--- src/mcrt_pkg.sv ---
`default_nettype none

package mcrt_pkg;

	localparam int NUM_CHANNELS_DEF = 4;
	localparam int CHAN_W = 2;
	localparam int VAL_W = 16;
	localparam int TAG_W = 8;
	localparam logic [VAL_W-1:0] VAL_MAX = '1;

	localparam logic CMD_TICK = 1'b0;
	localparam logic CMD_START = 1'b1;

	typedef struct packed {
		logic              command;
		logic [CHAN_W-1:0] channel;
		logic [VAL_W-1:0]  start_value;
		logic [VAL_W-1:0]  target_value;
		logic [VAL_W-1:0]  step_size;
		logic [VAL_W-1:0]  reload_period;
		logic [TAG_W-1:0]  user_tag;
	} req_t;

	typedef struct packed {
		logic [CHAN_W-1:0] out_channel;
		logic [VAL_W-1:0]  ramp_value;
		logic [TAG_W-1:0]  out_tag;
		logic              finished;
		logic              last;
	} rsp_t;

	typedef enum logic [1:0] {
		ST_IDLE = 2'b01,
		ST_SCAN = 2'b10
	} state_t;

	typedef struct packed {
		logic load;
		logic step;
	} dp_cmd_t;

	typedef struct packed {
		logic fire;
	} dp_status_t;

endpackage

`default_nettype wire

--- src/multi_channel_ramp_timer_core.sv ---
// Bank of NUM_CHANNELS fade ramp channels. A start request loads one channel and
// the core stays idle. A tick request walks the channels one per cycle through a
// single shared step unit, pausing on a firing channel while the single result
// register is still waiting to be taken; each stepping channel gives one result,
// the final one of the tick marked last. The next request is taken once the walk
// is done, while the last result may still be waiting downstream.
`default_nettype none

module multi_channel_ramp_timer_core import mcrt_pkg::*; #(
	parameter int NUM_CHANNELS = NUM_CHANNELS_DEF
) (
	input  wire logic clk,
	input  wire logic arst_n,
	input  wire logic req_valid,
	output logic      req_stall,
	input  wire req_t req,
	output logic      rsp_valid,
	input  wire logic rsp_stall,
	output rsp_t      rsp
);

	localparam int IDX_W = (NUM_CHANNELS > 1) ? $clog2(NUM_CHANNELS) : 1;

	dp_cmd_t          cmd;
	dp_status_t       st;
	logic [IDX_W-1:0] idx;

	mcrt_ctrl #(
		.NUM_CHANNELS(NUM_CHANNELS),
		.IDX_W(IDX_W)
	) u_ctrl (
		.clk(clk),
		.arst_n(arst_n),
		.req_valid(req_valid),
		.req_command(req.command),
		.req_stall(req_stall),
		.rsp_stall(rsp_stall),
		.rsp_valid(rsp_valid),
		.st(st),
		.cmd(cmd),
		.idx(idx)
	);

	mcrt_datapath #(
		.NUM_CHANNELS(NUM_CHANNELS),
		.IDX_W(IDX_W)
	) u_datapath (
		.clk(clk),
		.arst_n(arst_n),
		.cmd(cmd),
		.idx(idx),
		.req(req),
		.st(st),
		.rsp(rsp)
	);

endmodule

`default_nettype wire

--- src/mcrt_datapath.sv ---
`default_nettype none

module mcrt_datapath import mcrt_pkg::*; #(
	parameter int NUM_CHANNELS = NUM_CHANNELS_DEF,
	parameter int IDX_W = 2
) (
	input  wire logic             clk,
	input  wire logic             arst_n,
	input  wire dp_cmd_t          cmd,
	input  wire logic [IDX_W-1:0] idx,
	input  wire req_t             req,
	output dp_status_t            st,
	output rsp_t                  rsp
);

	logic [NUM_CHANNELS-1:0] enabled_q;
	logic [VAL_W-1:0]        current_q [NUM_CHANNELS];
	logic [VAL_W-1:0]        goal_q    [NUM_CHANNELS];
	logic [VAL_W-1:0]        step_q    [NUM_CHANNELS];
	logic [VAL_W-1:0]        period_q  [NUM_CHANNELS];
	logic [VAL_W-1:0]        count_q   [NUM_CHANNELS];
	logic [TAG_W-1:0]        tag_q     [NUM_CHANNELS];
	logic [NUM_CHANNELS-1:0] up_q;
	rsp_t                    rsp_q;

	logic [NUM_CHANNELS-1:0] fire_vec;
	logic [NUM_CHANNELS-1:0] load_hit;
	logic [NUM_CHANNELS-1:0] step_hit;
	logic [VAL_W:0]          up_sum;
	logic [VAL_W-1:0]        next_val;
	logic                    done;
	logic                    later;

	always_comb begin
		later = 1'b0;
		for (int c = 0; c < NUM_CHANNELS; c++) begin
			fire_vec[c] = enabled_q[c] && (count_q[c] == '0);
			load_hit[c] = cmd.load && (32'(req.channel) == c);
			step_hit[c] = cmd.step && (idx == IDX_W'(c));
			if (c > int'(idx)) begin
				later = later | fire_vec[c];
			end
		end
	end

	// saturating step toward the goal
	always_comb begin
		up_sum = {1'b0, current_q[idx]} + {1'b0, step_q[idx]};
		if (up_q[idx]) begin
			next_val = up_sum[VAL_W] ? VAL_MAX : up_sum[VAL_W-1:0];
			done = (next_val >= goal_q[idx]);
		end else begin
			next_val = (step_q[idx] > current_q[idx]) ? '0 : current_q[idx] - step_q[idx];
			done = (next_val <= goal_q[idx]);
		end
	end

	assign st.fire = fire_vec[idx];

	always_ff @(posedge clk or negedge arst_n) begin
		if (!arst_n) begin
			enabled_q <= '0;
		end else begin
			for (int c = 0; c < NUM_CHANNELS; c++) begin
				if (load_hit[c]) begin
					enabled_q[c] <= 1'b1;
				end else if (step_hit[c] && fire_vec[c] && done) begin
					enabled_q[c] <= 1'b0;
				end
			end
		end
	end

	always_ff @(posedge clk) begin
		for (int c = 0; c < NUM_CHANNELS; c++) begin
			if (load_hit[c]) begin
				current_q[c] <= req.start_value;
				goal_q[c] <= req.target_value;
				step_q[c] <= req.step_size;
				period_q[c] <= req.reload_period;
				count_q[c] <= '0;
				tag_q[c] <= req.user_tag;
				up_q[c] <= (req.start_value < req.target_value);
			end else if (step_hit[c] && enabled_q[c]) begin
				if (count_q[c] != '0) begin
					count_q[c] <= count_q[c] - 1'b1;
				end else begin
					count_q[c] <= period_q[c];
					current_q[c] <= next_val;
				end
			end
		end
		if (cmd.step && st.fire) begin
			rsp_q.out_channel <= CHAN_W'(idx);
			rsp_q.ramp_value <= done ? goal_q[idx] : next_val;
			rsp_q.out_tag <= tag_q[idx];
			rsp_q.finished <= done;
			rsp_q.last <= !later;
		end
	end

	assign rsp = rsp_q;

endmodule

`default_nettype wire

--- src/mcrt_ctrl.sv ---
`default_nettype none

module mcrt_ctrl import mcrt_pkg::*; #(
	parameter int NUM_CHANNELS = NUM_CHANNELS_DEF,
	parameter int IDX_W = 2
) (
	input  wire logic             clk,
	input  wire logic             arst_n,
	input  wire logic             req_valid,
	input  wire logic             req_command,
	output logic                  req_stall,
	input  wire logic             rsp_stall,
	output logic                  rsp_valid,
	input  wire dp_status_t       st,
	output dp_cmd_t               cmd,
	output logic [IDX_W-1:0]      idx
);

	localparam logic [IDX_W-1:0] LAST_IDX = IDX_W'(NUM_CHANNELS - 1);

	state_t           state_q;
	logic [IDX_W-1:0] idx_q;
	logic             rsp_valid_q;
	logic             out_free;

	assign out_free = !rsp_valid_q || !rsp_stall;
	assign req_stall = (state_q != ST_IDLE);
	assign cmd.load = (state_q == ST_IDLE) && req_valid && (req_command == CMD_START);
	assign cmd.step = (state_q == ST_SCAN) && (!st.fire || out_free);
	assign idx = idx_q;
	assign rsp_valid = rsp_valid_q;

	always_ff @(posedge clk or negedge arst_n) begin
		if (!arst_n) begin
			state_q <= ST_IDLE;
			idx_q <= '0;
			rsp_valid_q <= 1'b0;
		end else begin
			if (cmd.step && st.fire) begin
				rsp_valid_q <= 1'b1;
			end else if (!rsp_stall) begin
				rsp_valid_q <= 1'b0;
			end
			case (state_q)
				ST_IDLE: begin
					idx_q <= '0;
					if (req_valid && (req_command == CMD_TICK)) begin
						state_q <= ST_SCAN;
					end
				end
				ST_SCAN: begin
					if (cmd.step) begin
						if (idx_q == LAST_IDX) begin
							state_q <= ST_IDLE;
							idx_q <= '0;
						end else begin
							idx_q <= idx_q + 1'b1;
						end
					end
				end
				default: begin
					state_q <= ST_IDLE;
					idx_q <= '0;
				end
			endcase
		end
	end

	// a result never overwrites one still waiting
	a_no_overwrite: assert property (@(posedge clk) disable iff (!arst_n)
		cmd.step && st.fire |-> !rsp_valid_q || !rsp_stall)
		else $error("result register overwritten");

	a_fire_emits: assert property (@(posedge clk) disable iff (!arst_n)
		cmd.step && st.fire |=> rsp_valid_q)
		else $error("stepping channel gave no result");

	a_scan_ends: assert property (@(posedge clk) disable iff (!arst_n)
		(state_q == ST_SCAN) && cmd.step && (idx_q == LAST_IDX) |=> (state_q == ST_IDLE))
		else $error("tick scan did not end");

	a_no_load_in_scan: assert property (@(posedge clk) disable iff (!arst_n)
		cmd.load |-> !cmd.step && (state_q == ST_IDLE))
		else $error("start during tick scan");

endmodule

`default_nettype wire
--- config.mk ---
export PLATFORM = sky130hd
export DESIGN_NAME = multi_channel_ramp_timer_core
export DESIGN_NICKNAME = d
export VERILOG_FILES = /design/src/mcrt_pkg.sv /design/src/multi_channel_ramp_timer_core.sv /design/src/mcrt_datapath.sv /design/src/mcrt_ctrl.sv
export SDC_FILE = /design/constraint.sdc
export NUM_CORES = 1
export LEC_CHECK = 0
export ABC_AREA = 1
export BUFFER_PORTS_ARGS = -buffer_cell sky130_fd_sc_hd__buf_2
export CORE_MARGIN = 2
export CORE_UTILIZATION = 45
export CTS_BUF_LIST = sky130_fd_sc_hd__clkbuf_4
export DETAILED_ROUTE_END_ITERATION = 10
export SYNTH_ARGS = -nofsm -noshare
export SYNTH_HDL_FRONTEND = slang
export SYNTH_SLANG_ARGS = --single-unit
--- constraint.sdc ---
create_clock -name clk -period 6.54 [get_ports clk]
set_input_delay 0.654 -clock clk [delete_from_list [all_inputs] [get_ports clk]]
set_output_delay 0.654 -clock clk [all_outputs]
set_load 0.02 [all_outputs]
==> results.tsv <==
stage	metric	value	unit
outcome	status	complete, no violations	
placed_design	dp_hpwl	38470	um
cts	root_buffer	clkbuf_4	
placed_design	gp_congestion	0.9087	
route	drcViolationCount	0	
global_route	overflow	0	
hold_path	hold_class	in2reg	
floorplan	core	0.04422	mm2
logic_synthesis	synth_xor_xnor_area_share	2.523	%
power_and_ir_drop	clock_power_share	26.4	%
placed_design	placedCellCount	2682	
power_and_ir_drop	p_seq_share	35.6	%
logic_synthesis	synth_top_area_share	57.26	%
sta	fin_tns_setup	0	ns
sta	slew_violations	0	
logic_synthesis	synth_warnings	0	
setup_path	required	7.15	ns
placed_design	io_buffers	108	
logic_synthesis	ys_types	53	
sta	maxSlewHeadroom	26.55	%
logic_synthesis	synth_top_family_by_area	simple AND/OR/NAND/NOR gates	
sta	period_needed	5.678	ns
logic_synthesis	synth_area	0.02014	mm2
cts	numCtsBuffers	102	
cts	cts_tree	yes	
sta	setup_viol	0	
floorplan	ios	109	
power_and_ir_drop	p_leak	9.464	nW
power_and_ir_drop	ir_worst_vdd	202.3	uV
logic_synthesis	synth-compound-area-share	8.662	%
logic_synthesis	synthAdderAreaFrac	5.605	%
route	finalWirelength	56090	um
logic_synthesis	synth.area.mux_share	0	%
layout	instances_no_fill	2902	
power_and_ir_drop	swShare	39.96	%
setup_path	critPathSlowestCell	dfrtp_4	
logic_synthesis	ys.flop_type	edfxtp_1	
floorplan	die_h	215.5	um
logic_synthesis	synth_common_cells	544 x nand2_1, 384 x edfxtp_1, 205 x nor2_1	
route	first_pass_iters	5	
setup_path	end_kind	register	
sta	finClkSkew	0.07596	ns
layout	n_fill_cell	4030	
run	max-cap-violations	0	
placed_design	pre_cts_ws	0.9403	ns
setup_path	worstSetupPathType	reg2reg	
cts	ctsHtreeMaxLevel	3	
logic_synthesis	syn_inst	2031	
setup_path	slowest_delay	0.63	ns
route	vias	15477	
sta	max_clock_freq	0.1761	GHz
power_and_ir_drop	switching_power	3.415	mW
floorplan	rows	77	
global_route	grt_pass1_vias	15139	
setup_path	critical_path_peak_fanout	51	
global_route	grt_max_degree	92	
layout	areaGrowthSynthToFinish	14.22	%
logic_synthesis	yosys.area_share.simple	19.97	%
floorplan	start_util	45.54	%
logic_synthesis	synth_nets	2199	
logic_synthesis	async_flop_share	2.290	%
power_and_ir_drop	p_total	8.544	mW
sta	postLayoutSetupSlackWorst	0.8618	ns
sta	post-route-period-util	86.82	%
logic_synthesis	ys_ff_latch	393	
layout	drive_above_1_share	15.52	%
route	drt_iter0_drc	1351	
sta	worst_slew_pin_slew	1.092	ns
power_and_ir_drop	intPower	5.130	mW
logic_synthesis	synth_area_leaders	edfxtp_1 57%, nand2_1 10%, ha_1 5.4%	
route	ant_nets	0	
cts	clockBufferDepth	3	
setup_path	worst-endpoint-arrival	6.29	ns
sta	hold_viol	0	
power_and_ir_drop	share_comb_of_total_power	38.0	%
cts	clock_sinks	393	
global_route	grt_use_total	24.37	%
global_route	grt_pass1_wl	86250	um
route	vias_per_cell	5.333	
setup_path	cp-start-kind	register	
cts	clkTransAtPathRegs	0.07	ns
cts	cts_resized	0	
logic_synthesis	synth.avg_cell_area	9.915	um2
setup_path	cpMostUsedCell	nand2_1	
floorplan	die_w	215.5	um
setup_path	cp_cell_sequence	clkinv_2 -> buf_12 -> nand2_1 -> a32oi_1 -> inv_1 -> ha_1 -> inv_1 -> a21oi_1 -> o21ai_1 -> inv_1 -> nor2_1 -> nor2_2 -> nand2_1 -> inv_2 -> nand3_2 -> ha_1 -> a21oi_1 -> o21ai_0 -> a21oi_1 -> nand4_1 -> nand2_2 -> inv_2 -> nand2_1 -> nand2_1	
logic_synthesis	synth_top_area_cell	edfxtp_1	
logic_synthesis	synth.most_common_cell	nand2_1	
sta	rsz0062_at_grt	false	
logic_synthesis	synth_edf_count	384	
logic_synthesis	synth-seq-area-share	58.39	%
power_and_ir_drop	powerDensity	371.5	mW/mm2
cts	clk-insertion-delay-late	0.87	ns
floorplan	die_area	0.04646	mm2
layout	layout.nets	2391	
route	wl_per_cell	19.33	um
global_route	antenna_found_initial	7	
-- cell usage in the layout, fill, tap and decap left out, types with 6 or more instances in the layout --
cell | Yosys | routed
buf_4 | 10 | 22
nand3b_1 | 14 | 14
nor2_2 | 9 | 9
dlygate4sd3_1 | 0 | 29
a21oi_1 | 80 | 80
inv_1 | 158 | 158
clkbuf_4 | 0 | 153
xor2_1 | 42 | 42
clkinv_1 | 1 | 20
ha_1 | 87 | 87
o21ai_1 | 16 | 19
xnor2_1 | 16 | 16
nand2_1 | 544 | 544
a32oi_1 | 22 | 22
nand2_2 | 9 | 9
nor2_1 | 205 | 205
nor3_2 | 2 | 6
inv_2 | 8 | 9
o22ai_1 | 27 | 27
dfrtp_1 | 8 | 7
nand4_1 | 29 | 29
or2_2 | 6 | 6
nor3_1 | 19 | 15
o21ai_0 | 113 | 110
nand3_2 | 8 | 8
a32o_1 | 7 | 7
nand3_1 | 98 | 98
edfxtp_1 | 384 | 384
buf_2 | 21 | 108
clkinv_2 | 0 | 8
-- power by group through the flow --
stage / clock (mW) / sequential (mW) / combinational (mW)
4_1_cts: 2.31 / 3.04 / 3.23
5_1_grt: 2.44 / 3.05 / 3.67
3_3_place_gp: 0 / 3.09 / 3.17
6_report: 2.25 / 3.04 / 3.25
3_5_place_dp: 0 / 3.09 / 3.19
2_1_floorplan: 0 / 3.08 / 2.27
-- metrics by stage --
step	area (um2)	hold slack, ns	util, %
CTS	22990	0.0006583	51.99
finish	23000	0.06947	52.01
detailed placement	21320	0.5039	48.21
global route	23000	0.003350	52.01
global placement	21320	0.4991	48.21
floorplan	20140	0.3584	-
-- worst max-delay path: cells and delay by family (launching register included) --
| kind | cells | cell delay (ns) |
|---|---|---|
| buffers and inverters | 7 | 1.41 |
| adders and majority gates | 2 | 0.80 |
| AOI/OAI and AO/OA | 6 | 1.26 |
| DFF | 1 | 0.63 |
| and+or+nand+nor | 9 | 1.25 |
-- timing repair --
item	4_1_cts	5_1_grt
endpoints found under the hold margin	105	0
setup buffers	0	0
hold buffers	29	0
-- cells by family after synthesis --
group / Yosys count
and+or+nand+nor: 952
DFF: 393
AOI/OAI and AO/OA: 298
buffers and inverters: 241
adders and majority gates: 89
xor gates and xnor gates: 58
-- state kept, by name (all words and copies together), names as in the netlist --
signal	flops
u_ctrl.idx	2
u_ctrl.rsp_valid	1
u_ctrl.state_q	2
u_datapath.count_q	64
u_datapath.current_q	64
u_datapath.enabled_q	4
u_datapath.goal_q	64
u_datapath.period_q	64
u_datapath.rsp	28
u_datapath.step_q	64
u_datapath.tag_q	32
u_datapath.up_q	4
-- per-layer routing --
metal  global-route usage [%]  part of all wire, %  vias up
met1                    33.78                   45     7279
li1                         -                    -     7463
met2                    36.80                   44      615
met3                    6.103                  8.7      118
met5                        0                0.020        -
met4                    9.724                  3.2        2
-- layout make-up --
type	instances	area (um2)	share of cell area [%]
clock inverter	34	232.7	1.012
inverter	167	628.1	2.731
tap	592	740.7	3.221
sequential	393	11760	51.14
multi-input combinational	1397	7422	32.27
timing repair buffer	162	1056	4.591
antenna	4	10.01	0.04352
clock buffer	153	1149	4.994
-- worst paths after layout --
kind                                                       from                                       to  slack (ns)  depth (start not counted)
hold / removal                                          req[51]       u_datapath.goal_q[2][11]$_DFFE_PP_        0.07                          1
hold reg to reg            u_datapath.period_q[2][12]$_DFFE_PP_  u_datapath.count_q[2][12]$_SDFFCE_PN0P_        0.50                          2
max in group asynchronous                                arst_n            u_ctrl.state_q[0]$_DFFE_PN1P_        6.02                          2
setup / recovery                      u_ctrl.idx[0]$_DFFE_PN0P_             u_datapath.rsp[23]$_DFFE_PP_        0.86                         24
setup reg to reg                      u_ctrl.idx[0]$_DFFE_PN0P_             u_datapath.rsp[23]$_DFFE_PP_        0.86                         24
min in group asynchronous                                arst_n                u_ctrl.idx[0]$_DFFE_PN0P_        0.23                          2
Power figures use the tool's default switching activity.
